File: src/rtl/core/dq_pkg.sv
// ----------------------------------------------------------------------------
// dq_pkg
// Shared types and codes for the bounded deque with linear key search.
// ----------------------------------------------------------------------------
`default_nettype none

package dq_pkg;

    localparam int DQ_CAPACITY = 16;

    // request codes
    localparam logic [2:0] REQ_PUSH_BACK  = 3'd0;
    localparam logic [2:0] REQ_PUSH_FRONT = 3'd1;
    localparam logic [2:0] REQ_POP_FRONT  = 3'd2;
    localparam logic [2:0] REQ_POP_BACK   = 3'd3;
    localparam logic [2:0] REQ_SEARCH     = 3'd4;

    // status codes
    localparam logic [1:0] ST_OK        = 2'd0;
    localparam logic [1:0] ST_EMPTY     = 2'd1;
    localparam logic [1:0] ST_FULL      = 2'd2;
    localparam logic [1:0] ST_NOT_FOUND = 2'd3;

    typedef struct packed {
        logic [2:0]         req_type;
        logic signed [31:0] value;
    } dq_req_t;

    typedef struct packed {
        logic [1:0]         status;
        logic signed [31:0] data_out;
        logic [4:0]         position;
        logic signed [31:0] front_value;
        logic signed [31:0] back_value;
        logic [4:0]         occupancy;
    } dq_rsp_t;

    typedef enum logic [1:0] {
        FSM_IDLE,
        FSM_REFILL,
        FSM_SCAN,
        FSM_EMIT
    } dq_state_t;

endpackage

`default_nettype wire

File: src/rtl/core/dq_ram.sv
// ----------------------------------------------------------------------------
// dq_ram
// Ring storage: one write port, one read port, registered read data.
// ----------------------------------------------------------------------------
`default_nettype none

module dq_ram #(
    parameter int DEPTH = dq_pkg::DQ_CAPACITY,
    parameter int AW    = $clog2(DEPTH)
) (
    input  wire logic          clk,
    input  wire logic          wr_en,
    input  wire logic [AW-1:0] wr_addr,
    input  wire logic [31:0]   wr_data,
    input  wire logic          rd_en,
    input  wire logic [AW-1:0] rd_addr,
    output logic      [31:0]   rd_data
);
    import dq_pkg::*;

    logic [31:0] mem [DEPTH];

    always_ff @(posedge clk)
    begin
        if (wr_en)
        begin
            mem[wr_addr] <= wr_data;
        end
    end

    always_ff @(posedge clk)
    begin
        if (rd_en)
        begin
            rd_data <= mem[rd_addr];
        end
    end

endmodule

`default_nettype wire

File: src/rtl/core/deque_with_linear_search.sv
// ----------------------------------------------------------------------------
// deque_with_linear_search
// Bounded double-ended queue of 32-bit words kept in a ring memory, with a
// front-to-back linear key search.
//
//   channel  dir  handshake            word
//   req      in   req_valid/req_ready  dq_req_t (req_type, value)
//   rsp      out  rsp_valid/rsp_ready  dq_rsp_t (status .. occupancy)
//
// Pushes, refused requests and empty pops go from idle straight to the emit
// state. Pops that leave words behind pass through the refill state (one ring
// read to refresh the front or back copy). Search steps through the scan state,
// one ring word compared per cycle through the single read port.
// Reset empties the deque at once; ring contents are not cleared.
// A stalled rsp holds one word; the next request is taken meanwhile and
// waits in the emit state until the output register frees up.
// ----------------------------------------------------------------------------
`default_nettype none

module deque_with_linear_search #(
    parameter int CAPACITY = dq_pkg::DQ_CAPACITY
) (
    input  wire logic             clk,
    input  wire logic             rst_n,
    input  wire logic             req_valid,
    output logic                  req_ready,
    input  wire dq_pkg::dq_req_t  req,
    output logic                  rsp_valid,
    input  wire logic             rsp_ready,
    output dq_pkg::dq_rsp_t       rsp
);
    import dq_pkg::*;

    localparam int AW = (CAPACITY > 1) ? $clog2(CAPACITY) : 1;
    localparam int CW = $clog2(CAPACITY + 1);

    // (a + b) mod CAPACITY, both operands below CAPACITY
    function automatic logic [AW-1:0] wrap_add(input logic [AW-1:0] a,
                                               input logic [AW-1:0] b);
        logic [AW:0] sum;
        sum = {1'b0, a} + {1'b0, b};
        if (sum >= (AW+1)'(CAPACITY))
        begin
            sum = sum - (AW+1)'(CAPACITY);
        end
        return sum[AW-1:0];
    endfunction

    dq_state_t          state_reg, state_next;
    logic [AW-1:0]      head_reg, head_next;
    logic [CW-1:0]      count_reg, count_next;
    logic signed [31:0] front_reg, front_next;
    logic signed [31:0] back_reg, back_next;
    logic signed [31:0] key_reg, key_next;
    logic [CW-1:0]      cmp_reg, cmp_next;
    logic [AW-1:0]      scan_addr_reg, scan_addr_next;
    logic               refill_front_reg, refill_front_next;
    logic [1:0]         status_reg, status_next;
    logic signed [31:0] data_reg, data_next;
    logic [CW-1:0]      pos_reg, pos_next;
    logic               rsp_valid_reg, rsp_valid_next;
    dq_rsp_t            rsp_reg, rsp_next;

    logic               wr_en;
    logic [AW-1:0]      wr_addr;
    logic               rd_en;
    logic [AW-1:0]      rd_addr;
    logic [31:0]        rd_data;

    logic               is_empty;
    logic               is_full;
    logic [AW-1:0]      head_dec;
    logic [AW-1:0]      head_inc;

    dq_ram #(
        .DEPTH (CAPACITY),
        .AW    (AW)
    ) u_ram (
        .clk     (clk),
        .wr_en   (wr_en),
        .wr_addr (wr_addr),
        .wr_data (req.value),
        .rd_en   (rd_en),
        .rd_addr (rd_addr),
        .rd_data (rd_data)
    );

    assign is_empty = (count_reg == '0);
    assign is_full  = (count_reg >= CW'(CAPACITY));
    assign head_inc = wrap_add(head_reg, AW'(1));
    assign head_dec = (head_reg == '0) ? AW'(CAPACITY - 1) : head_reg - AW'(1);

    assign req_ready = (state_reg == FSM_IDLE);
    assign rsp_valid = rsp_valid_reg;
    assign rsp       = rsp_reg;

    always_ff @(posedge clk or negedge rst_n)
    begin
        if (!rst_n)
        begin
            state_reg     <= FSM_IDLE;
            head_reg      <= '0;
            count_reg     <= '0;
            rsp_valid_reg <= 1'b0;
        end
        else
        begin
            state_reg     <= state_next;
            head_reg      <= head_next;
            count_reg     <= count_next;
            rsp_valid_reg <= rsp_valid_next;
        end
    end

    always_ff @(posedge clk)
    begin
        front_reg        <= front_next;
        back_reg         <= back_next;
        key_reg          <= key_next;
        cmp_reg          <= cmp_next;
        scan_addr_reg    <= scan_addr_next;
        refill_front_reg <= refill_front_next;
        status_reg       <= status_next;
        data_reg         <= data_next;
        pos_reg          <= pos_next;
        rsp_reg          <= rsp_next;
    end

    always_comb
    begin
        state_next        = state_reg;
        head_next         = head_reg;
        count_next        = count_reg;
        front_next        = front_reg;
        back_next         = back_reg;
        key_next          = key_reg;
        cmp_next          = cmp_reg;
        scan_addr_next    = scan_addr_reg;
        refill_front_next = refill_front_reg;
        status_next       = status_reg;
        data_next         = data_reg;
        pos_next          = pos_reg;
        rsp_next          = rsp_reg;
        rsp_valid_next    = rsp_valid_reg && !rsp_ready;
        wr_en             = 1'b0;
        wr_addr           = head_reg;
        rd_en             = 1'b0;
        rd_addr           = scan_addr_reg;

        case (state_reg)
            FSM_IDLE:
            begin
                if (req_valid)
                begin
                    status_next = ST_OK;
                    data_next   = '0;
                    pos_next    = '0;
                    state_next  = FSM_EMIT;
                    case (req.req_type)
                        REQ_PUSH_BACK:
                        begin
                            if (is_full)
                            begin
                                status_next = ST_FULL;
                            end
                            else
                            begin
                                wr_en      = 1'b1;
                                wr_addr    = wrap_add(head_reg, count_reg[AW-1:0]);
                                count_next = count_reg + CW'(1);
                                back_next  = req.value;
                                if (is_empty)
                                begin
                                    front_next = req.value;
                                end
                            end
                        end
                        REQ_PUSH_FRONT:
                        begin
                            if (is_full)
                            begin
                                status_next = ST_FULL;
                            end
                            else
                            begin
                                wr_en      = 1'b1;
                                wr_addr    = head_dec;
                                head_next  = head_dec;
                                count_next = count_reg + CW'(1);
                                front_next = req.value;
                                if (is_empty)
                                begin
                                    back_next = req.value;
                                end
                            end
                        end
                        REQ_POP_FRONT:
                        begin
                            if (is_empty)
                            begin
                                status_next = ST_EMPTY;
                            end
                            else
                            begin
                                data_next  = front_reg;
                                head_next  = head_inc;
                                count_next = count_reg - CW'(1);
                                if (count_reg != CW'(1))
                                begin
                                    rd_en             = 1'b1;
                                    rd_addr           = head_inc;
                                    refill_front_next = 1'b1;
                                    state_next        = FSM_REFILL;
                                end
                            end
                        end
                        REQ_POP_BACK:
                        begin
                            if (is_empty)
                            begin
                                status_next = ST_EMPTY;
                            end
                            else
                            begin
                                data_next  = back_reg;
                                count_next = count_reg - CW'(1);
                                if (count_reg != CW'(1))
                                begin
                                    rd_en             = 1'b1;
                                    rd_addr           = wrap_add(head_reg,
                                                        AW'(count_reg - CW'(2)));
                                    refill_front_next = 1'b0;
                                    state_next        = FSM_REFILL;
                                end
                            end
                        end
                        REQ_SEARCH:
                        begin
                            if (is_empty)
                            begin
                                status_next = ST_EMPTY;
                            end
                            else
                            begin
                                key_next       = req.value;
                                rd_en          = 1'b1;
                                rd_addr        = head_reg;
                                scan_addr_next = head_inc;
                                cmp_next       = '0;
                                state_next     = FSM_SCAN;
                            end
                        end
                        default:
                        begin
                        end
                    endcase
                end
            end

            FSM_REFILL:
            begin
                if (refill_front_reg)
                begin
                    front_next = rd_data;
                end
                else
                begin
                    back_next = rd_data;
                end
                state_next = FSM_EMIT;
            end

            FSM_SCAN:
            begin
                // rd_data holds the word at offset cmp_reg from the head
                if (rd_data == key_reg)
                begin
                    status_next = ST_OK;
                    pos_next    = cmp_reg + CW'(1);
                    state_next  = FSM_EMIT;
                end
                else if (cmp_reg + CW'(1) == count_reg)
                begin
                    status_next = ST_NOT_FOUND;
                    state_next  = FSM_EMIT;
                end
                else
                begin
                    rd_en          = 1'b1;
                    rd_addr        = scan_addr_reg;
                    scan_addr_next = wrap_add(scan_addr_reg, AW'(1));
                    cmp_next       = cmp_reg + CW'(1);
                end
            end

            FSM_EMIT:
            begin
                if (!rsp_valid_reg || rsp_ready)
                begin
                    rsp_valid_next       = 1'b1;
                    rsp_next.status      = status_reg;
                    rsp_next.data_out    = data_reg;
                    rsp_next.position    = 5'(pos_reg);
                    rsp_next.front_value = is_empty ? '0 : front_reg;
                    rsp_next.back_value  = is_empty ? '0 : back_reg;
                    rsp_next.occupancy   = 5'(count_reg);
                    state_next           = FSM_IDLE;
                end
            end

            default:
            begin
                state_next = FSM_IDLE;
            end
        endcase
    end

    a_count_bound: assert property (@(posedge clk) disable iff (!rst_n)
        count_reg <= CW'(CAPACITY))
        else $error("occupancy above capacity");

    a_head_bound: assert property (@(posedge clk) disable iff (!rst_n)
        head_reg < AW'(CAPACITY - 1) || head_reg == AW'(CAPACITY - 1))
        else $error("head index out of ring");

    a_scan_bound: assert property (@(posedge clk) disable iff (!rst_n)
        state_reg == FSM_SCAN |-> cmp_reg < count_reg)
        else $error("search ran past the stored words");

    a_push_count: assert property (@(posedge clk) disable iff (!rst_n)
        (req_valid && req_ready && req.req_type == REQ_PUSH_BACK && !is_full)
        |=> count_reg == $past(count_reg) + CW'(1))
        else $error("push did not grow the deque");

endmodule

`default_nettype wire
File: config.mk
export PLATFORM = sky130hd
export DESIGN_NAME = deque_with_linear_search
export DESIGN_NICKNAME = d
export VERILOG_FILES = /design/src/rtl/core/dq_pkg.sv /design/src/rtl/core/dq_ram.sv /design/src/rtl/core/deque_with_linear_search.sv
export SDC_FILE = /design/constraint.sdc
export NUM_CORES = 1
export LEC_CHECK = 0
export BUFFER_PORTS_ARGS = -buffer_cell sky130_fd_sc_hd__buf_2
export CAP_MARGIN = 20
export CORE_MARGIN = 1.5
export CORE_UTILIZATION = 40
export CTS_CLUSTER_SIZE = 8
export DETAILED_ROUTE_END_ITERATION = 8
export REMOVE_ABC_BUFFERS = 1
export SYNTH_ARGS = -nofsm -noshare
export SYNTH_HDL_FRONTEND = slang
export SYNTH_SLANG_ARGS = --single-unit
File: constraint.sdc
create_clock -name clk -period 7.93 [get_ports clk]
set_input_delay 1.586 -clock clk [delete_from_list [all_inputs] [get_ports clk]]
set_output_delay 1.586 -clock clk [all_outputs]
set_load 0.02 [all_outputs]
=== After elaboration in Yosys (flattened, before gate mapping) ===
Memory sizes are Yosys's and may differ from the RTL's. A register that Yosys moved wholly into a read port is not among the register bits.
Index checks and enable logic that the tools add are counted.

* Equal/unequal tests: 31
* Order comparisons: 5
* Add/subtract/negate cells: 13
* Reduce and logical (&&, ||, !) cells: 28
* Bitwise logic cells: 1
* Muxes and demuxes: 87

{| class="wikitable"
|+ Operator list
! operator !! count
|-
| 32-bit case mux with 2 select lines || 5
|-
| 32-bit 2-to-1 mux || 9
|-
| 4-bit 2-to-1 mux || 21
|-
| 5-bit 2-to-1 mux || 9
|-
| 32-bit == test || 1
|-
| 5-bit case mux with 2 select lines || 3
|-
| 2-bit inequality test (second input constant) || 14
|-
| 5-bit greater-or-equal comparator (second input constant) || 5
|-
| 4-bit case mux with 2 select lines || 3
|-
| 7-bit AND reduction || 3
|-
| 1-bit 2-to-1 mux || 20
|-
| 4-bit by 1-bit subtractor with 4-bit output (second input constant) || 5
|-
| 2-bit 2-to-1 mux || 9
|-
| 3-bit inequality test (second input constant) || 5
|-
| 2-bit case mux with 2 select lines || 3
|-
| 4-bit case mux with 3 select lines || 1
|-
| 4-bit by 1-bit adder with 5-bit output (second input constant) || 2
|-
| 4-bit by 4-bit adder with 5-bit output || 2
|-
| 5-bit by 1-bit adder with 5-bit output (second input constant) || 2
|-
| 2-bit nonzero test || 5
|-
| 3-bit AND reduction || 3
|-
| 2-bit case mux with 4 select lines || 1
|-
| 4-bit AND reduction || 2
|-
| 3-bit by 2-bit == test with 1-bit output (second input constant) || 2
|-
| 24 further kinds || 30
|}

* Input port bits: 39
* Word-level logic and storage cells: 185
* Memories kept: 1
* RAM bits: 512
* Register bits after elaboration: 265

{| class="wikitable"
|+ Memories
! memory !! depth !! bits a word !! read ports !! clocked after memory_dff !! wr ports !! RTL line !! text
|-
| u_ram.mem || 16 || 32 || 1 || 1 || 1 || dq_ram.sv:21 || <nowiki>logic [31:0] mem [DEPTH];</nowiki>
|}

=== Logic depth before layout (Yosys ltp) ===
* Word-level depth: 9
* Gate-level depth with buffers: 14
* Depth with buffers taken out: 10

=== Modules after synthesis ===
From an unflattened synthesis, not the netlist that was laid out.

* Cell total of the unflattened synthesis: 1600
* Area total of the unflattened synthesis: 31345.1 um^2

{| class="wikitable"
|+ By module, submodules not included
! module !! cells an instance !! instances !! sequential area each (um^2) !! area each (um^2)
|-
| dq_ram || 838 || 1 || 16335.7 || 20156.8
|-
| deque_with_linear_search || 762 || 1 || 7897.6 || 11188.2
|}

=== Worst setup path after synthesis ===
No wires, ideal clock.

* Path type: input -> register
* From: input req_valid
* To: memory u_ram.mem[0][0], enable pin
* Library setup time: 0.502 ns
* Data required time: 7.428 ns
* Stages: 7
* Arrival time: 6.465 ns
* Path buffers: 0
* Slack: 0.964 ns
* Cells stage by stage: nand2_1 inv_1 nand2_1 nor2_1 mux2i_1 nand3_1 nor4_1

* Longest elaborated chain between the ends: 4
* Elaborated cells between the ends (all ways): 6
* Those cells by class: mux (6)

{| class="wikitable"
|+ RTL lines
! item !! RTL line !! text
|-
| start: declaration || deque_with_linear_search.sv:25 || <nowiki>input wire logic req_valid,</nowiki>
|-
| 1-bit 2-to-1 mux || deque_with_linear_search.sv:153 || <nowiki>if (req_valid)</nowiki>
|-
| 1-bit 2-to-1 mux || deque_with_linear_search.sv:150 || <nowiki>case (state_reg)</nowiki>
|-
| 1-bit 2-to-1 mux || dq_ram.sv:25 || <nowiki>if (wr_en)</nowiki>
|-
| 1-bit 2-to-1 mux (implied by the code) || dq_ram.sv:27 || <nowiki>mem[wr_addr] <= wr_data;</nowiki>
|-
| end: declaration || dq_ram.sv:21 ||
|}

Parallel ways exist; a longest one is shown, timed or not.

=== Final worst setup path ===
* From: register count_reg[1]
* To: register u_ram.rd_data[28] (read register of u_ram.mem) (data pin)

* Longest elaborated chain between the ends: 9
* Elaborated cells between the ends (all ways): 24
* Those cells by class: add/sub (3); order compare (1); eq/ne (2); mux (17); reduce/logical (1)

{| class="wikitable"
|+ RTL lines
! item !! RTL line !! text
|-
| start: declaration || deque_with_linear_search.sv:51 || <nowiki>logic [CW-1:0] count_reg, count_next;</nowiki>
|-
| start signal: assignment || deque_with_linear_search.sv:110 || <nowiki>count_reg <= count_next;</nowiki>
|-
| 4-bit by 2-bit subtractor with 4-bit output || deque_with_linear_search.sv:231 || <nowiki>AW'(count_reg - CW'(2)));</nowiki>
|-
| 4-bit by 4-bit adder with 5-bit output || deque_with_linear_search.sv:41 || <nowiki>sum = {1'b0, a} + {1'b0, b};</nowiki>
|-
| 4-bit by 1-bit subtractor with 4-bit output / 5-bit greater-or-equal comparator (equally long branches) || deque_with_linear_search.sv:44, deque_with_linear_search.sv:42 ||
|-
| 4-bit 2-to-1 mux || deque_with_linear_search.sv:42 || <nowiki>if (sum >= (AW+1)'(CAPACITY))</nowiki>
|-
| 4-bit 2-to-1 mux || deque_with_linear_search.sv:227 || <nowiki>if (count_reg != CW'(1))</nowiki>
|-
| 4-bit 2-to-1 mux || deque_with_linear_search.sv:219 || <nowiki>if (is_empty)</nowiki>
|-
| 4-bit case mux with 3 select lines || deque_with_linear_search.sv:159 || <nowiki>case (req.req_type)</nowiki>
|-
| 4-bit 2-to-1 mux || deque_with_linear_search.sv:153 ||
|-
| 4-bit 2-to-1 mux || - ||
|-
| end: declaration || dq_ram.sv:17 || <nowiki>output logic [31:0] rd_data</nowiki>
|}

Parallel ways exist; a longest one is shown, timed or not.
A chain may end at the register's enable or synchronous reset.

==> results.py <==
metrics = {
    "power_and_ir_drop": {
        "switching_power_mw": 4.120,
        "p_int_mw": 9.052,
        "p_per_area_nw_per_um2": 353.6,
        "p_leak_nw": 12.67,
        "irDropWorstVdd_mv": 0.1703,
        "combPwrFrac": 0.249,
        "power_frac_seq": 0.434,
        "netSwitchingFraction": 0.3128,
        "clockPowerShare": 0.317,
    },
    "sta": {
        "finalSetupViolations": 0,
        "tightest_slew_ns": 1.216,
        "period_needed_ns": 5.848,
        "rsz0062_at_grt": "no",
        "slew_viol_final": 0,
        "maxSlewHeadroom": 0.1896,
        "setup_slack_ns": 2.082,
        "finalClockSkew_ns": 0.02996,
        "finalHoldViolations": 0,
        "clock.fmax_mhz": 171.0,
        "tns_ns": 0,
        "whs_ns": 0.4129,
        "period_share": 0.7375,
    },
    "detailed_routing": {
        "post_drt_wl_per_cell_um": 23.95,
        "drt-total-wl_um": 79070,
        "drc": 0,
        "first_pass_iters": 5,
        "vias_per_cell": 5.585,
        "via_count": 18440,
        "final_antenna_net_count": 0,
        "drt_iter0_drc": 1787,
    },
    "clocking": {
        "cts-hold-fix-buffers": 0,
        "h-tree-depth": 3,
        "root_buffer": "clkbuf_16",
        "clock_path_buffers": 3,
        "numCtsBuffers": 111,
        "cts_setup_buffers": 0,
        "cts_sinks": 809,
        "cts_tree": "yes",
        "cts.clk_slew.worst_paths_ns": 0.05,
        "cts_repair_resize_count": 0,
        "clk_latency_ns": 0.68,
    },
    "setup_path": {
        "crit_required_ns": 8.33,
        "critical_path_class": "reg2reg",
        "cp-end-kind": "flop",
        "cpLargestDelayFamily": "simple AND/OR/NAND/NOR gates",
        "path_cells": "inv_1 > ha_1 > or4b_2 > buf_12 > and3_2 > a22oi_2 > and2_4 > buf_4 > a311oi_1 > or4_1",
        "critPathBufInv": 3,
        "slowest_stage": "a22oi_2",
        "crit_path_start_kind": "flop",
        "critical-path-max-stage-delay_ns": 0.96,
        "crit_fanout": 60,
        "arrival_ns": 6.24,
    },
    "yosys": {
        "synthArstFlopShare": 0.01483,
        "synth.distinct_cells": 63,
        "synth_edf_count": 797,
        "ys_seq_area_frac": 0.7528,
        "yosysWarnings": 0,
        "synthCells": 2054,
        "avgSynthCellArea_um2": 15.67,
        "synth_top_area_frac": 0.7435,
        "yosys.area.top_type": "edfxtp_1",
        "synth_area_um2": 32190,
        "synth_seq_cells": 809,
        "ys_top_cells_by_area": "edfxtp_1 (74%), a211oi_1 (3.5%), nand2_1 (2.6%)",
        "synth_commonest_cells": "edfxtp_1 (797), nand2_1 (227), a211oi_1 (150)",
        "synthFlopType": "edfxtp_1",
        "synth.most_common_cell": "edfxtp_1",
    },
    "die": {
        "rows": 103,
        "pin_count": 149,
        "coreArea_um2": 79260,
        "die_height_um": 286.7,
        "die_w_um": 286.7,
        "initial_core_util": 0.4061,
        "die_area_um2": 82190,
    },
    "grt": {
        "overflow": 0,
        "grt_usage": 0.1916,
        "antenna_found_initial": 4,
        "grt_max_degree": 92,
        "grt_pass1_vias": 18430,
        "grt_pass1_wl_um": 118000,
    },
    "placement": {
        "pre_cts_slack_ns": 1.498,
        "place_hpwl_um": 44390,
        "placed_area_um2": 34170,
        "io_buffers": 148,
        "gp_congestion": 0.8581,
    },
    "layout": {
        "n_fill_cell": 6740,
        "nNetsFinal": 2285,
        "area_delta_synth_final_pct": 15.74,
        "design_area_um2": 37260,
        "drive_gt1_frac": 0.1721,
        "largest_register_ffs": 512,
    },
    "run": {
        "max-cap-violations": 0,
    },
    "run_status": {
        "status": "completed",
    },
    "min_path": {
        "hold_path_class": "reg2reg",
    },
}
layout make-up:
| class | instances | area, µm² | share of cell area |
|---|---|---|---|
| inverters | 16 | 60.06 | 0.001612 |
| multi-input cells | 1088 | 7451 | 0.2000 |
| diodes | 2 | 5.005 | 0.0001343 |
| repair buffers | 198 | 1181 | 0.03170 |
| flip-flops and latches | 809 | 24230 | 0.6505 |
| clock inverters | 7 | 137.6 | 0.003694 |
| clock buffers | 131 | 2874 | 0.07714 |
| well taps | 1050 | 1314 | 0.03526 |
per-layer routing:
metal | share of wire | wire length, µm | vias to the layer above | track usage
met5 | 0.00034 | 27 | - | 0
met4 | 0.029 | 2268 | 4 | 0.06839
met3 | 0.066 | 5211 | 157 | 0.02957
met2 | 0.47 | 37220 | 739 | 0.3079
met1 | 0.43 | 34340 | 9233 | 0.2650
li1 | - | - | 8302 | -
layout by cell type (no fill, tap or decap), types with 23 or more instances in the layout:
master,synthesis,final
edfxtp_1,797,797
buf_4,11,42
xor2_1,42,42
nand2b_1,37,36
and2_1,70,68
clkbuf_16,0,112
mux2_2,33,33
buf_2,31,150
mux2i_1,50,50
a21oi_1,51,51
a211oi_1,150,150
o21ai_0,23,23
a311oi_1,84,84
and3_1,130,129
nand2_1,227,226
power by group through the flow:
stage	Combinational, mW	Sequential, mW	Clock, mW
2_1_floorplan	1.86	6.01	0
4_1_cts	3.28	5.72	4.25
5_1_grt	3.54	5.76	4.42
3_3_place_gp	3.23	5.78	0
6_report	3.28	5.71	4.18
3_5_place_dp	3.27	5.80	0
worst paths after layout:
check,from,end,slack [ns],depth (start not counted)
worst max-delay path,count_reg[1],u_ram.rd_data[28],2.08,10
worst min-delay path,data_reg[15],rsp[89],0.41,0
worst max register to register,count_reg[1],u_ram.rd_data[28],2.08,10
worst min register to register,data_reg[15],rsp[89],0.41,0
max in group asynchronous,rst_n,count_reg[3],6.82,1
min in group asynchronous,rst_n,head_reg[3],0.83,1
logic make-up after synthesis:
kind of cell / count (synthesis) / share of synthesized area
AND/OR/NAND/NOR: 566 / 0.09049
flip-flops: 809 / 0.7528
AO/OA/AOI/OAI: 363 / 0.08462
buffers and inverters: 157 / 0.02126
multiplexers: 83 / 0.02709
XOR/XNOR: 54 / 0.01469
adder cells (fa/ha/maj): 22 / 0.009018
through the flow:
step,power (mW),std cells,util
6_report,13.17,3301,0.4701
5_1_grt,13.72,3299,0.4700
4_1_cts,13.26,3293,0.4691
3_5_place_dp,9.064,3155,0.4311
3_3_place_gp,9.009,3155,0.4311
2_1_floorplan,7.876,1913,-
(Power assumes the default switching activity.)
